### config.mk
export PLATFORM = sky130hd
export DESIGN_NAME = byte_range_lock_table_top
export DESIGN_NICKNAME = d
export VERILOG_FILES = /design/src/sv/brlt_pkg.sv /design/src/sv/byte_range_lock_table_top.sv
export SDC_FILE = /design/constraint.sdc
export NUM_CORES = 2
export LEC_CHECK = 0
export BUFFER_PORTS_ARGS = -buffer_cell sky130_fd_sc_hd__buf_2
export CORE_MARGIN = 1.5
export CORE_UTILIZATION = 45
export DETAILED_ROUTE_END_ITERATION = 10
export GPL_TIMING_DRIVEN = 0
export PLACE_DENSITY = 0.66
export SYNTH_ARGS = -nofsm -noshare
export SYNTH_HDL_FRONTEND = slang
export SYNTH_SLANG_ARGS = --single-unit
### constraint.sdc
create_clock -name clk -period 33.2 [get_ports clk]
set_clock_uncertainty 0.15 [all_clocks]
set_input_delay 4.98 -clock clk [delete_from_list [all_inputs] [get_ports clk]]
set_output_delay 4.98 -clock clk [all_outputs]
set_load 0.02 [all_outputs]
### src/sv/brlt_pkg.sv
// ----------------------------------------------------------------------------
// brlt_pkg: shared types and constants for the byte range lock table
// Holds the request and response word layouts, action and status codes and
// the table geometry defaults.
// ----------------------------------------------------------------------------
package brlt_pkg;

  localparam int OffsetBits  = 48;
  localparam int EndBits     = OffsetBits + 2;  // signed inclusive end, may be -1
  localparam int SlotFieldW  = 4;
  localparam int SlotsDefault = 16;

  localparam logic [1:0] ActAcquire = 2'd0;
  localparam logic [1:0] ActRelease = 2'd1;
  localparam logic [1:0] ActCheck   = 2'd2;

  localparam logic [1:0] StOk       = 2'd0;
  localparam logic [1:0] StConflict = 2'd1;
  localparam logic [1:0] StFull     = 2'd2;

  typedef struct packed {
    logic [1:0]            action;
    logic [OffsetBits-1:0] offset;
    logic [OffsetBits-1:0] length;
    logic [SlotFieldW-1:0] slot;
  } req_t;

  typedef struct packed {
    logic [1:0]            status;
    logic [SlotFieldW-1:0] slot_index;
  } rsp_t;

endpackage

### src/sv/byte_range_lock_table_top.sv
// ----------------------------------------------------------------------------
// byte_range_lock_table_top: byte range lock table
// Keeps SLOTS held byte ranges; acquires, checks and releases them one word
// per cycle.
// ----------------------------------------------------------------------------
// A request word is taken at every rising edge with start high; busy is tied
// low, so the block takes one word in every cycle with no gaps. Each word
// gives exactly one response word: done comes from the response register
// behind the request register, is high for a single cycle, and rsp is valid
// only in that cycle. The receiver cannot hold responses off, so it must
// capture rsp whenever done is high. The rate is set by one pass through the
// SLOTS range comparators and the lowest-free-slot priority encoder between
// the request register and the response register; the table update of one
// word is seen by the word right behind it. Acquire stores [offset,
// offset+length-1] in the lowest free slot when no held range overlaps;
// conflict wins over full. Check runs the same test and claims nothing.
// Release frees the named slot; a slot number at or above SLOTS is ignored.
// ----------------------------------------------------------------------------
module byte_range_lock_table_top #(
  parameter int SLOTS = brlt_pkg::SlotsDefault
) (
  input  logic           clk,
  input  logic           rst,
  input  logic           start,
  output logic           busy,
  input  brlt_pkg::req_t req,
  output logic           done,
  output brlt_pkg::rsp_t rsp
);
  import brlt_pkg::*;

  localparam int IdxW  = (SLOTS > 1) ? $clog2(SLOTS) : 1;
  localparam int WideW = (IdxW > SlotFieldW) ? IdxW : SlotFieldW;
  localparam logic [WideW:0] SlotsVal = (WideW+1)'(SLOTS);

  // table
  logic [SLOTS-1:0]             entry_valid;
  logic [OffsetBits-1:0]        entry_start [SLOTS];
  logic signed [EndBits-1:0]    entry_end   [SLOTS];

  // request register
  logic                         req_valid;
  logic [1:0]                   req_action;
  logic [OffsetBits-1:0]        req_lo;
  logic signed [EndBits-1:0]    req_hi;
  logic [SlotFieldW-1:0]        req_slot;

  logic [EndBits-1:0]           hi_next;

  // lookup results
  logic                         hit;
  logic                         have_free;
  logic [IdxW-1:0]              free_idx;
  logic [WideW-1:0]             free_wide;
  logic [WideW-1:0]             slot_wide;
  logic [IdxW-1:0]              rel_idx;
  logic                         slot_in_range;
  logic                         grant;
  logic                         release_en;
  rsp_t                         rsp_next;

  assign busy = 1'b0;

  // Form the inclusive end at accept time so the compare pass has no adder.
  assign hi_next = EndBits'({2'b00, req.offset}) + EndBits'({2'b00, req.length})
                   - EndBits'(1);

  always_ff @(posedge clk) begin
    if (rst) begin
      req_valid <= 1'b0;
    end else begin
      req_valid <= start & ~busy;
    end
    req_action <= req.action;
    req_lo     <= req.offset;
    req_hi     <= signed'(hi_next);
    req_slot   <= req.slot;
  end

  // Scan every slot in parallel: overlap against held ranges, lowest free.
  always_comb begin
    hit       = 1'b0;
    have_free = 1'b0;
    free_idx  = '0;
    for (int i = SLOTS - 1; i >= 0; i--) begin
      if (!entry_valid[i]) begin
        have_free = 1'b1;
        free_idx  = IdxW'(i);
      end
    end
    for (int i = 0; i < SLOTS; i++) begin
      if (entry_valid[i]
          && signed'({2'b00, req_lo}) <= entry_end[i]
          && req_hi >= signed'({2'b00, entry_start[i]})) begin
        hit = 1'b1;
      end
    end
  end

  assign free_wide     = WideW'(free_idx);
  assign slot_wide     = WideW'(req_slot);
  assign rel_idx       = slot_wide[IdxW-1:0];
  assign slot_in_range = {1'b0, slot_wide} < SlotsVal;

  always_comb begin
    rsp_next   = '0;
    grant      = 1'b0;
    release_en = 1'b0;
    case (req_action)
      ActAcquire, ActCheck: begin
        if (hit) begin
          rsp_next.status = StConflict;
        end else if (!have_free) begin
          rsp_next.status = StFull;
        end else begin
          rsp_next.status     = StOk;
          rsp_next.slot_index = free_wide[SlotFieldW-1:0];
          grant               = req_valid && (req_action == ActAcquire);
        end
      end
      ActRelease: begin
        rsp_next.status     = StOk;
        rsp_next.slot_index = req_slot;
        release_en          = req_valid && slot_in_range;
      end
      default: begin
        rsp_next = '0;
      end
    endcase
  end

  // Claim or free a slot; visible to the next word in the request register.
  always_ff @(posedge clk) begin
    if (rst) begin
      entry_valid <= '0;
    end else if (grant) begin
      entry_valid[free_idx] <= 1'b1;
    end else if (release_en) begin
      entry_valid[rel_idx] <= 1'b0;
    end
  end

  always_ff @(posedge clk) begin
    if (grant) begin
      entry_start[free_idx] <= req_lo;
      entry_end[free_idx]   <= req_hi;
    end
  end

  // response register
  always_ff @(posedge clk) begin
    if (rst) begin
      done <= 1'b0;
    end else begin
      done <= req_valid;
    end
    rsp <= rsp_next;
  end

endmodule

==> flow_metrics.tcl <==
set metrics [dict create \
    tightest_slew_ns 1.587 \
    end_kind "register" \
    synth_nets 9649 \
    slew_violations 9 \
    num_rows 166 \
    cp-start-kind "register" \
    clk_latency_ns 0.85 \
    synth.top_cell.area_share 0.5062 \
    grt_first_pass_wirelength_mm 398.6 \
    ys.flop_type "edfxtp_1" \
    drc 0 \
    critPathBufInv 8 \
    routed_via_density 5.675 \
    finalCritPeriodShare 0.3080 \
    ys_types 86 \
    synth_fa_ha_area_frac 0.2196 \
    synth-seq-cells 1696 \
    grt_util_all_layers 0.2593 \
    initial_utilization 0.4537 \
    antenna_found_initial 24 \
    syn_to_final_growth_pct 14.67 \
    finalCriticalPeriod_ns 10.22 \
    synth_cells 7912 \
    synthesis.area_sq_um 93010 \
    slowest_delay_ns 1.21 \
    drt_iter0_markers 5421 \
    synth_area_leader_cell "edfxtp_1" \
    r2r_start "req_hi[0]" \
    crit_chain "inv_1 -> ha_1 -> and3_1 -> a311oi_1 -> o211ai_1 -> a21oi_1 -> o21ai_0 -> a21oi_1 -> o2111ai_1 -> o211a_1 -> nor4b_4 -> nand3_2 -> nor3_2 -> buf_8 -> buf_8 -> buf_8 -> buf_4 -> buf_6 -> buf_6 -> buf_6" \
    reg2reg_slack_ns 22.98 \
    peakVddDrop_v 0.00005971 \
    hpwl_mm 197.1 \
    status "finished with violations" \
    maxSlewHeadroom -0.06791 \
    required_ns 33.60 \
    final_util 0.5203 \
    drt-pass1-iter-count 6 \
    final_cell_mix "1764 x inv_1, 1631 x ha_1, 1568 x edfxtp_1" \
    num_vias 63900 \
    yosysWarnings 0 \
    rr_endpoint "entry_end[8][22]" \
    cp.depth 20 \
    pre_cts_ws_ns 23.15 \
    place_area_sq_um 100800 \
    max_freq_ghz 0.09780 \
    cts_root_buf "clkbuf_16" \
    drt-total-wl_mm 273.5 \
    synth_top_family_by_area "adder cells" \
    cts_tree "yes" \
    synth_compound_area_frac 0.09654 \
    grt_pass1_vias 63380 \
    tns_ns 0 \
    ant_nets 0 \
    rsz0062_at_grt "false" \
    layout_commonest_cell "inv_1" \
    synthTopCellsByArea "edfxtp_1 51%, ha_1 22%, inv_1 7.1%" \
    drv_cap 6 \
    ioPinCount 113 \
    critPathKind "register to register" \
    crit_path_start "req_hi[0]" \
    cts_buffers 178 \
    arrival_ns 10.62 \
    reg2reg_depth 20 \
    hold_path.class "register to register" \
    p_leak_nw 47.72 \
    power_density_nw_per_um2 55.13 \
    path_delay_family "compound AO/OA/AOI/OAI gates" \
    power.total_mw 5.880 \
    post_cts_resized 0 \
    io_buffer_count 110 \
    synth_simple_gate_area_frac 0.07380 \
    chipHeight_microns 457.6 \
    dieArea_sq_um 209400 \
    yosysSeqAreaShare 0.5338 \
    synth_xor_area_frac 0.003861 \
    synth_mux_area_frac 0.0002287 \
    synth_edf_count 1568 \
    layout_setup_ws_ns 22.98 \
    synth.avg_cell_area_sq_um 11.76 \
    die_width_microns 457.6 \
    cts_hold_buf 0 \
    final_layout_size_suffix_gt1_frac 0.08648 \
    core_sq_um 205000 \
    place_congestion 0.9074 \
    grt_max_degree 63 \
    setup_viol 0 \
    clock_path_buffers 3 \
    clk_pin_slew_ns 0.06 \
    synthArstFlopShare 0 \
    cp_slowest_cell "dfxtp_1" \
    hold_viol 0 \
    cts-htree-levels 4 \
    grt_overflow 0 \
    detail_route.wl_per_cell_microns 24.29 \
    design_area_sq_um 106700 \
    final_nets 10160 \
    clock_sinks 1696 \
    crit_fanout 17 \
    post_cts_buffers 0 \
    endpoint "entry_end[8][22]" \
    violations "capacitance limit, slew limit" \
]
## worst reg2reg max path, delay by kind of cell, from the launching register on
| family | cells | cell delay [ns] |
|---|---|---|
| AOI/OAI and AO/OA | 7 | 3.72 |
| buffers and inverters | 8 | 2.34 |
| adders and majority gates | 1 | 0.60 |
| DFF | 1 | 1.21 |
| and+or+nand+nor | 4 | 1.92 |
## power by group
group,switching [mW],internal (mW)
clock,0.863,1.14
sequential,0.187,2.46
combinational,0.766,0.468
total,1.82,4.06
## per-stage QoR
| stage | instances | hold slack [ns] |
|---|---|---|
| after floorplan | 7912 | 0.2666 |
| after global placement | 10710 | 0.3440 |
| after global routing | 11260 | 0.3703 |
| after CTS | 11260 | 0.3512 |
| final | 11260 | 0.3521 |
| after detailed placement | 10930 | 0.3314 |
## cells by family after synthesis
logic type	Yosys count
simple gates	1320
xor+xnor	41
buf+inv	1780
other cells	1
mux	2
compound gates	1440
flops	1696
fa+ha+maj	1632
## how the worst min path moves through the flow
stage | from | cells past startpoint | slack (ns) | to
2_1_floorplan | req_action[0] | 1 | 0.27 | rsp[4]
3_3_place_gp | req_action[0] | 1 | 0.34 | rsp[4]
3_5_place_dp | req_action[0] | 1 | 0.33 | rsp[4]
4_1_cts | req_action[0] | 1 | 0.35 | rsp[4]
5_1_grt | req_action[0] | 1 | 0.37 | rsp[4]
6_report | req_action[0] | 1 | 0.35 | rsp[4]
## cell usage after synthesis, drive strengths merged (80+ instances only)
cell type / count
a21o: 229
nand3: 151
edfxtp: 1568
o21ai: 251
nand2: 340
dfxtp: 128
ha: 1631
nand4: 277
a21oi: 578
nor3: 80
inv: 1765
nor2: 203
a211oi: 84
## layer usage
layer  GRT usage  vias to the layer above  share of wire
met3     0.04434                      644          0.075
met2      0.4346                     2320           0.47
met4      0.1494                       12          0.064
met1      0.3150                    31410           0.39
li1            -                    29520              -
met5           0                        -        0.00030
## sequential cells by signal (all words and copies together), names as in the netlist
signal	cells
rsp	6
req_action	2
rel_idx	4
entry_start	768
entry_valid	16
req_lo	48
req_valid	1
done	1
entry_end	800
req_hi	50
## layout make-up
cell class              count  area, sq um
inverters                1765         6628
well taps                2688         3363
clock inverters            86        883.3
flip-flops and latches   1696        49770
multi-input cells        4436        36870
diodes                      3        7.507
repair buffers            327         4113
plain buffers              15        85.08
clock buffers             243         4945
fillers                 17000        98340
Power figures use the tool's default switching activity.
